$ cat src/rtl/pal_pkg.sv
// Package for the per-address admission limiter: widths, codes, payload types.
// No dependencies.
package pal_pkg;
	localparam int COUNTER_ENTRIES = 64;
	localparam int OVERRIDE_ENTRIES = 16;
	localparam int CIDX_W = $clog2(COUNTER_ENTRIES);
	localparam int OIDX_W = $clog2(OVERRIDE_ENTRIES);
	localparam int PADDR_W = 5;

	localparam logic [2:0] CMD_ACCESS = 3'd0;
	localparam logic [2:0] CMD_PENALTY = 3'd1;
	localparam logic [2:0] CMD_TICK = 3'd2;
	localparam logic [2:0] CMD_CLEAR = 3'd3;
	localparam logic [2:0] CMD_ADD = 3'd4;

	localparam logic [1:0] V_ADMIT = 2'd0;
	localparam logic [1:0] V_SLOW = 2'd1;
	localparam logic [1:0] V_REJECT = 2'd2;
	localparam logic [1:0] V_NONE = 2'd3;
	localparam logic [1:0] ST_OK = 2'd0;
	localparam logic [1:0] ST_FULL = 2'd1;
	localparam logic [1:0] ST_DUP = 2'd2;

	localparam logic [2:0] REG_ABS = 3'd0;
	localparam logic [2:0] REG_SLOW = 3'd1;
	localparam logic [2:0] REG_PEN = 3'd2;
	localparam logic [2:0] REG_DELAY = 3'd3;
	localparam logic [2:0] REG_PERIOD = 3'd4;

	typedef struct packed {
		logic [2:0] command;
		logic [63:0] address_high;
		logic [63:0] address_low;
		logic [31:0] override_absolute;
		logic [31:0] override_slowdown;
	} in_item_t;

	typedef struct packed {
		logic [1:0] verdict;
		logic [31:0] delay;
		logic [31:0] attempts;
		logic [1:0] status;
	} out_item_t;

	// controller to datapath
	typedef struct packed {
		logic load;     // capture input transaction
		logic search;   // scan one entry of each table
		logic apply;    // update tables and form the result
	} pal_cmd_t;

	// datapath to controller
	typedef struct packed {
		logic scan_done;
	} pal_status_t;
endpackage

$ cat src/rtl/pal_ctrl.sv
// Controller state machine for the admission limiter.
// Depends on pal_pkg.
module pal_ctrl import pal_pkg::*; (
	input logic clk,
	input logic arst_n,
	input logic in_valid,
	input logic out_stall,
	input pal_status_t st,
	output logic in_stall,
	output logic out_valid,
	output pal_cmd_t cmd
);
	typedef enum logic [3:0] {
		S_IDLE = 4'b0001,
		S_SCAN = 4'b0010,
		S_APPLY = 4'b0100,
		S_OUT = 4'b1000
	} state_t;
	state_t state_q;

	assign in_stall = (state_q != S_IDLE);
	assign out_valid = (state_q == S_OUT);

	always_comb begin
		cmd = '0;
		cmd.load = (state_q == S_IDLE) && in_valid;
		cmd.search = (state_q == S_SCAN);
		cmd.apply = (state_q == S_APPLY);
	end

	always_ff @(posedge clk or negedge arst_n) begin
		if (!arst_n) begin
			state_q <= S_IDLE;
		end else begin
			case (state_q)
				S_IDLE: if (in_valid) state_q <= S_SCAN;
				S_SCAN: if (st.scan_done) state_q <= S_APPLY;
				S_APPLY: state_q <= S_OUT;
				S_OUT: if (!out_stall) state_q <= S_IDLE;
				default: state_q <= S_IDLE;
			endcase
		end
	end
endmodule

$ cat config.mk
export PLATFORM = sky130hd
export DESIGN_NAME = pal_ctrl
export DESIGN_NICKNAME = d
export VERILOG_FILES = /design/src/rtl/pal_pkg.sv /design/src/rtl/pal_ctrl.sv
export SDC_FILE = /design/constraint.sdc
export NUM_CORES = 1
export LEC_CHECK = 0
export BUFFER_PORTS_ARGS = -buffer_cell sky130_fd_sc_hd__buf_2
export CAP_MARGIN = 20
export CORE_AREA = 2 2 39 41
export DETAILED_ROUTE_END_ITERATION = 8
export DIE_AREA = 0 0 41 43
export GPL_TIMING_DRIVEN = 0
export PLACE_DENSITY_LB_ADDON = 0.05
export SYNTH_ARGS = -nofsm -noshare
export SYNTH_HDL_FRONTEND = slang
export SYNTH_SLANG_ARGS = --single-unit
$ cat constraint.sdc
create_clock -name clk -period 0.92 [get_ports clk]
set_input_delay 0.046 -clock clk [delete_from_list [all_inputs] [get_ports clk]]
set_output_delay 0.046 -clock clk [all_outputs]
set_load 0.1 [all_outputs]
==> impl.org, run 1 <==
** Place
- At the end of routability-driven placement, the weighted congestion stood at 0.6548.
- Once placement finished, the instance area stood at 326.6 µm².
- Detailed placement ended at an HPWL of 408.9 µm.
- Prior to clock tree synthesis, the placed netlist has a worst setup slack of -506.9 ps.
- Total of buffers placed on input and output ports :: 9

** STA
- Final worst path period need :: 1359 ps
- Slew at the pin closest to its max-slew limit :: 234.8 ps
- Final setup margin :: -438.7 ps
- Max-slew violation count :: 0
- Clock skew on the completed layout was measured at 4.390 ps.
- Fmax achieved :: 736.0 MHz
- Hold violation count in the final report :: 0
- Setup repair after global routing could not meet its margin everywhere.
- Final Cycle Share :: 1.477
- Setup violations remaining at the end of the flow were counted as 9.
- Worst slew margin :: 0.8432

** Worst setup path
- On the critical path, the stage with the largest delay is an instance of dfrtp_2.
- Startpoint kind of the worst setup timing path :: flop
- Reg2Reg Setup Slack :: -270 ps
- The worst register-to-register path begins at state_q[3].
- The critical path goes through nor3_4, and3_4, buf_12.
- Data arrival at the endpoint of the critical path :: 1310 ps
- By startpoint and endpoint, the worst setup path is classified as reg -> out.
- In this design, the stage delay of the slowest critical-path cell is 460 ps.
- The endpoint identified for the worst register-to-register timing path is state_q[2].
- The number of cells on the worst reg-to-reg path is 4.
- Required time reported for the critical path endpoint :: 870 ps
- Critical Path Sink Type :: output pin
- Crit path max fanout :: 4

** Cells and area
- Flip-flop count of the largest register, all copies and words added :: 4
- Layout overhead on the synthesized area :: 142.9%
- Top register by number of flip-flops :: state_q
- Of the cells placed in the final design, the portion with a size suffix greater than 1 is 0.8810.
- Filler instances :: 134
- For this run, the post-layout net count is 48.
- The number of antenna diodes in the final layout is 0.
- Top Registers :: state_q (4)
- Final instance area :: 516.7 µm²
- Finished Core Util :: 0.3734

** Pwr
- The internal power of the cells totals 0.8855 mW.
- Maximum resistive drop on vdd :: 0.001300 V
- The share of total power dissipated in combinational logic is 0.653.
- The analysis attributes to cell leakage a power of 0.2189 nW.
- The analysis attributes to net switching a power of 0.8856 mW.
- Sequential cell fraction of total power :: 0.205
- Of the total power, the share spent switching nets is 0.5000.
- Share of power burned in the clock network :: 0.142
- Pwr Total :: 1.771 mW
- Pwr per Cell Area :: 3427 nW/µm²

** Min path
- The worst hold path passes through 2 cells.
- The worst hold path belongs to the class in -> reg.
- Worst hold path endpoint :: state_q[2]
- Hold Startpoint :: st

** Die
- Height of the die :: 43 µm
- The die covers 1763 µm².
- The floorplan has 14 rows.
- Die width :: 41 µm
- Core area :: 1384 µm²
- # IOs :: 10
- Starting density of the core :: 0.1537

** Job
- Across the run, the number of max-cap violations was 0.

** Detailed routing
- The final layout contains routed wiring with a total length of 629 µm.
- After detailed routing, the average wire length per cell comes to 10.84 µm.
- After the first detailed-routing iteration, the DRC count stood at 0.
- Dividing the detail-routed via count by the number of cells gives 4.103.
- Overall via count from detail_route :: 238
- First-pass iteration count of the detailed router :: 1
- The count of nets left with antenna violations once routing finished came out at 0.
- For this run, design rule violations remaining after detail routing come to 0.

** Yosys
- Synthesis inferred 4 register bits.
- In this run, distinct cell masters in the synthesized netlist total 12.
- Mean instance size in the synthesized netlist :: 11.19 µm²
- When the netlist entered floorplanning its net count stood at 24.
- In the synthesized netlist, the number of instances is 19.
- In this run the cell area of the synthesized design comes to 212.7 µm².
- Synthesis warning total :: 0
- Of the synthesized area, sequential elements account for 0.4765.

** Clock tree
- Counting the buffers created by CTS gives 3.
- Clock latency on the worst-skew pair, taken at its later pin, is 240 ps.
- CTS tree :: done
- Clock sink total :: 4
- CTS built an H-tree with a depth of 1.
- Max clock buf depth :: 2
- Clock tree root driver cell :: clkbuf_4
- Clock slew at the register clock pins of the worst setup and hold paths :: 40 ps

** Global route
- Antenna violations before repair :: 0
- Global-route wire length before repair :: 1.152 mm
- The via count of the first global-routing pass came to 266.
- Pin count of the biggest net entering global routing :: 7
- Across every metal layer, demand over resource in global routing totals 0.1049.
- Summed over all layers, the global routing overflow is 0.

** Status
- The run finished, with violations left.
- The checks that failed: negative setup slack.
-- metrics by stage --
stage | std cells | hold slack, ps | TNS, ps
2_1_floorplan | 19 | -249.6 | -4062
4_1_cts | 57 | 38.89 | -2667
6_report | 58 | 57.46 | -2744
3_3_place_gp | 44 | -150.5 | -2715
5_1_grt | 58 | 59.63 | -3205
3_5_place_dp | 44 | -146.2 | -2713
-- final cells by class --
type / count / area (µm²) / area share
timing repair buffer: 19 / 187.7 / 0.3632
multi-input combinational: 15 / 177.7 / 0.3438
sequential: 4 / 105.1 / 0.2034
clock buffer: 4 / 26.28 / 0.05085
tap: 16 / 20.02 / 0.03874
-- worst max-delay path by stage --
| stage | start | endpoint | slack [ps] |
|---|---|---|---|
| final | state_q[1] | cmd[2] | -440 |
| after global routing | state_q[1] | cmd[2] | -500 |
| after CTS | state_q[2] | cmd[2] | -440 |
| after detailed placement | state_q[2] | cmd[2] | -510 |
| after global placement | state_q[2] | cmd[2] | -520 |
| after floorplan | state_q[0] | state_q[2] | -760 |
-- Yosys cell counts --
cell	instances	area, µm²
nand3b_1	1	7.510
nor3_1	3	15.01
dfstp_2	1	26.28
nand2_1	2	7.510
nor4b_1	1	8.760
a211oi_2	1	12.51
and2_1	1	6.260
nor3_2	2	20.02
o22a_2	1	10.01
and3_4	1	11.26
dfrtp_1	3	75.07
nand2b_1	2	12.51
-- per-layer routing --
layer / GRT usage / wire length [µm] / up-vias
li1: - / - / 116
met1: 0.1209 / 249 / 108
met2: 0.1313 / 308 / 10
met3: 0.02094 / 34 / 4
met4: 0.1400 / 36 / 0
met5: 0 / 0 / -
-- layout by cell type, fill, tap and decap left out, drive strengths merged --
cell type and n:
buf 18, nor3 5, clkbuf 4, dfrtp 3
nand2b 2, nand2 2, nor4b 1, and3 1
nand3b 1, a211oi 1, and2 1, o22a 1
dlygate4sd3 1, dfstp 1
-- cells by family after synthesis --
| family | synth area share |
|---|---|
| AOI/OAI and AO/OA | 0.1059 |
| and+or+nand+nor | 0.4177 |
| DFF | 0.4765 |
-- worst max-delay path: cells and delay by family (launching register included) --
family,cells,cell delay [ps]
buffers and inverters,1,170
and+or+nand+nor,2,430
DFF,1,460
-- power by group through the flow --
stage	Clock [mW]	Combinational [mW]	Sequential, mW
floorplan	0	0.634	0.376
global placement	0	0.754	0.403
detailed placement	0	0.753	0.400
CTS	0.262	1.11	0.349
global route	0.278	1.21	0.375
finish	0.252	1.16	0.363
-- what timing repair did --
| item | in CTS | in global routing |
|---|---|---|
| pin swaps | 5 | 4 |
| resized for setup | 20 | 4 |
| endpoints found under the hold margin | 4 | 0 |
| setup endpoints to repair | 9 | 9 |
| setup buffers | 8 | 2 |
| hold buffers | 1 | 0 |
Note: power is estimated with default switching activity, not from simulation.
==> inputs of run 2 (changes only) <==
--- a/config.mk
+++ b/config.mk
@@ -12,6 +12,7 @@
 export DIE_AREA = 0 0 41 43
 export GPL_TIMING_DRIVEN = 0
 export PLACE_DENSITY_LB_ADDON = 0.05
+export SETUP_SLACK_MARGIN = 0.5
 export SYNTH_ARGS = -nofsm -noshare
 export SYNTH_HDL_FRONTEND = slang
 export SYNTH_SLANG_ARGS = --single-unit
==> run 2 against run 1 <==
Net effect:
- the run still ends with negative setup slack left
- via count up 0.42%
- clock skew about the same
- global-route usage is the same
- total power is 3.8% higher
- wire length fell by 1.4%
- combinational power increased by 5%
- die area did not move
- first-iteration DRC count is the same
- clock-buffer cell count is the same
==> impl.org, run 2 (same netlist as run 1, synthesis figures left out) <==
** Status
- Result of the run :: finished with violations
- Violated checks :: negative setup slack

** Die
- In this run the vertical extent of the chip is 43 µm.
- Die outline area :: 1763 µm²
- Die width :: 41 µm
- Pin placement for this block handled 10 I/O pins.
- Starting density of the core :: 0.1537
- Core area :: 1384 µm²
- Placement row count :: 14

** Global route
- Congestion Overflow GR :: 0
- The number of antenna violations at the first check in global routing is 0.
- Pin count of the biggest net entering global routing :: 7
- Across every metal layer, demand over resource in global routing totals 0.1049.
- The via count of the first global-routing pass came to 266.
- Global-route wire length before repair :: 1.152 mm

** Detailed routing
- In the routed layout, each cell is associated on average with a via count of 4.051.
- 1st-iter DRT viols :: 0
- The count of nets left with antenna violations once routing finished came out at 0.
- After detailed routing, the average wire length per cell comes to 10.51 µm.
- Summed over all layers, the routed wires come to 620 µm.
- For this run, the detailed router's first-pass iteration total came to 1.
- Overall via count from detail_route :: 239
- In the routed design, unresolved DRC markers number 0.

** Pwr
- Sequential cell fraction of total power :: 0.197
- For this design the ratio of total power to cell area is 3393 nW/µm².
- Maximum resistive drop on vdd :: 0.001313 V
- Share of power burned in the clock network :: 0.137
- Internal power comes to 0.9219 mW.
- Of the total power, the share spent switching nets is 0.4985.
- Logic pwr share :: 0.666
- Net switching power of the design :: 0.9165 mW
- Pwr Total :: 1.838 mW
- For this design the static power due to leakage is 0.2274 nW.

** STA
- Worst slew margin :: 0.8346
- After routing, the total negative slack on setup checks comes to -2981 ps.
- RSZ-0062 raised after global routing :: yes
- Slew at the pin closest to its max-slew limit :: 247.3 ps
- Final worst path period need :: 1360 ps
- Hold violation count in the final report :: 0
- Based on the critical path, the design can be clocked at up to 735.3 MHz.
- Once routing completed, OpenROAD measured the worst setup slack at -439.9 ps.
- Clk_skew :: 4.531 ps
- Max-slew violation count :: 0
- Setup violations remaining at the end of the flow were counted as 9.
- Final Cycle Share :: 1.478

** Worst setup path
- The critical path is of the reg -> out type.
- Slowest cell on crit path :: dfrtp_2
- The worst register-to-register path has a depth of 5.
- Logic depth of the worst setup path including buffers :: 3
- Sum of buffers and inverters on the critical path :: 1
- Crit path max fanout :: 4
- On the worst path, the slowest cell contributes a delay of 460 ps.
- Startpoint kind of the worst setup timing path :: flop
- Critical Path Sink Type :: output pin
- STA puts the critical path data arrival time at 1310 ps.
- Cell family with the largest share of critical-path delay :: flip-flops
- Cell-by-cell trace of the critical path :: nor3_4, and3_4, buf_12
- Required time reported for the critical path endpoint :: 870 ps

** Cells and area
- The largest registers in the layout are state_q (4).
- The register with the most flip-flops in the layout has 4 of them.
- The number of antenna diodes in the final layout is 0.
- Top library cells by usage in the layout, fill and taps aside :: buf_4 (7), buf_6 (5), nor3_4 (4), buf_2 (4)
- Summing all multi-input logic gate instances after layout gives 191.4 µm².
- The library cell used most frequently in the layout, excluding fill and tap cells, is buf_4.
- Filler instances :: 132
- Relative to the synthesized area, the layout overhead comes to 154.7%.
- NumNets Final :: 49
- Seq. cell area :: 105.1 µm²
- Top register by number of flip-flops :: state_q
- Ratio of cells with drive above 1 in the final layout :: 0.8837

** Clock tree
- Clock H-tree levels :: 1
- Clock slew at the register clock pins of the worst setup and hold paths :: 40 ps
- Clock tree root driver cell :: clkbuf_4
- TritonCTS built the clock tree.
- CTS saw 4 sinks.
- Counting the buffers created by CTS gives 3.
- At the later pin of the worst-skew pair, clock insertion delay measures 240 ps.
- Max clock buf depth :: 2

** Min path
- Cells on Worst Hold Path :: 2
- In this run the worst hold path is classified as in -> reg.

** Place
- The congestion estimate from routability-driven global placement came to 0.6548.
- Final HPWL DP :: 408.9 µm
- The count of buffers added on input and output ports is 9.

** Job
- The tool flagged a number of max-cap violations equal to 0.
## run 2: cell types whose count changed in the layout (fill, tap and decap cells not counted)
| cell | delta |
|---|---|
| nor3_2 | -1 |
| buf_6 | +1 |
| nor3_4 | +1 |
| a211oi_2 | -1 |
| a211oi_4 | +1 |
## run 2: cell type report
type / count / share of cell area
clock buffer: 4 / 0.04850
sequential: 4 / 0.1940
multi-input combinational: 15 / 0.3533
timing repair buffer: 20 / 0.3672
tap: 16 / 0.03695
## run 2: power groups by stage
stage                     clock network, mW  logic (mW)  registers (mW)
final                                 0.252        1.22           0.362
after CTS                             0.262        1.11           0.349
after global placement                    0       0.754           0.403
after floorplan                           0       0.634           0.376
after global routing                  0.278        1.28           0.375
after detailed placement                  0       0.753           0.400
## run 2: final timing paths
| check | startpoint | end | slack, ps |
|---|---|---|---|
| max reg2reg | state_q[0] | state_q[2] | -360 |
| max in group asynchronous | arst_n | state_q[0] | 580 |
| min | st | state_q[2] | 60 |
| min in group asynchronous | arst_n | state_q[3] | 130 |
| min reg2reg | state_q[3] | state_q[1] | 640 |
| max | state_q[1] | cmd[2] | -440 |
## run 2: metrics by stage
step	area [µm²]	instances	hold WS (ps)	setup WS, ps	util
floorplan	261.5	19	-249.6	-764.7	-
CTS	493.0	57	38.89	-438.0	0.3562
detailed placement	326.6	44	-146.2	-506.9	0.2360
global route	541.8	59	59.63	-501.7	0.3915
global placement	326.6	44	-150.5	-518.1	0.2360
finish	541.8	59	57.28	-439.9	0.3915
## run 2: layer usage
metal,part of all wire,vias to the layer above,routed length [µm],track usage
li1,-,118,-,-
met1,0.39,107,242,0.1209
met2,0.50,10,307,0.1313
met3,0.055,4,34,0.02094
met4,0.058,0,36,0.1400
met5,0,-,0,0
## run 2: what timing repair did
item                                    CTS  global route
endpoints found under the setup margin    9             9
endpoints found under the hold margin     4             0
setup buffers                             8             2
resized for setup                        20             7
hold buffers                              1             0
pin swaps                                 5             4
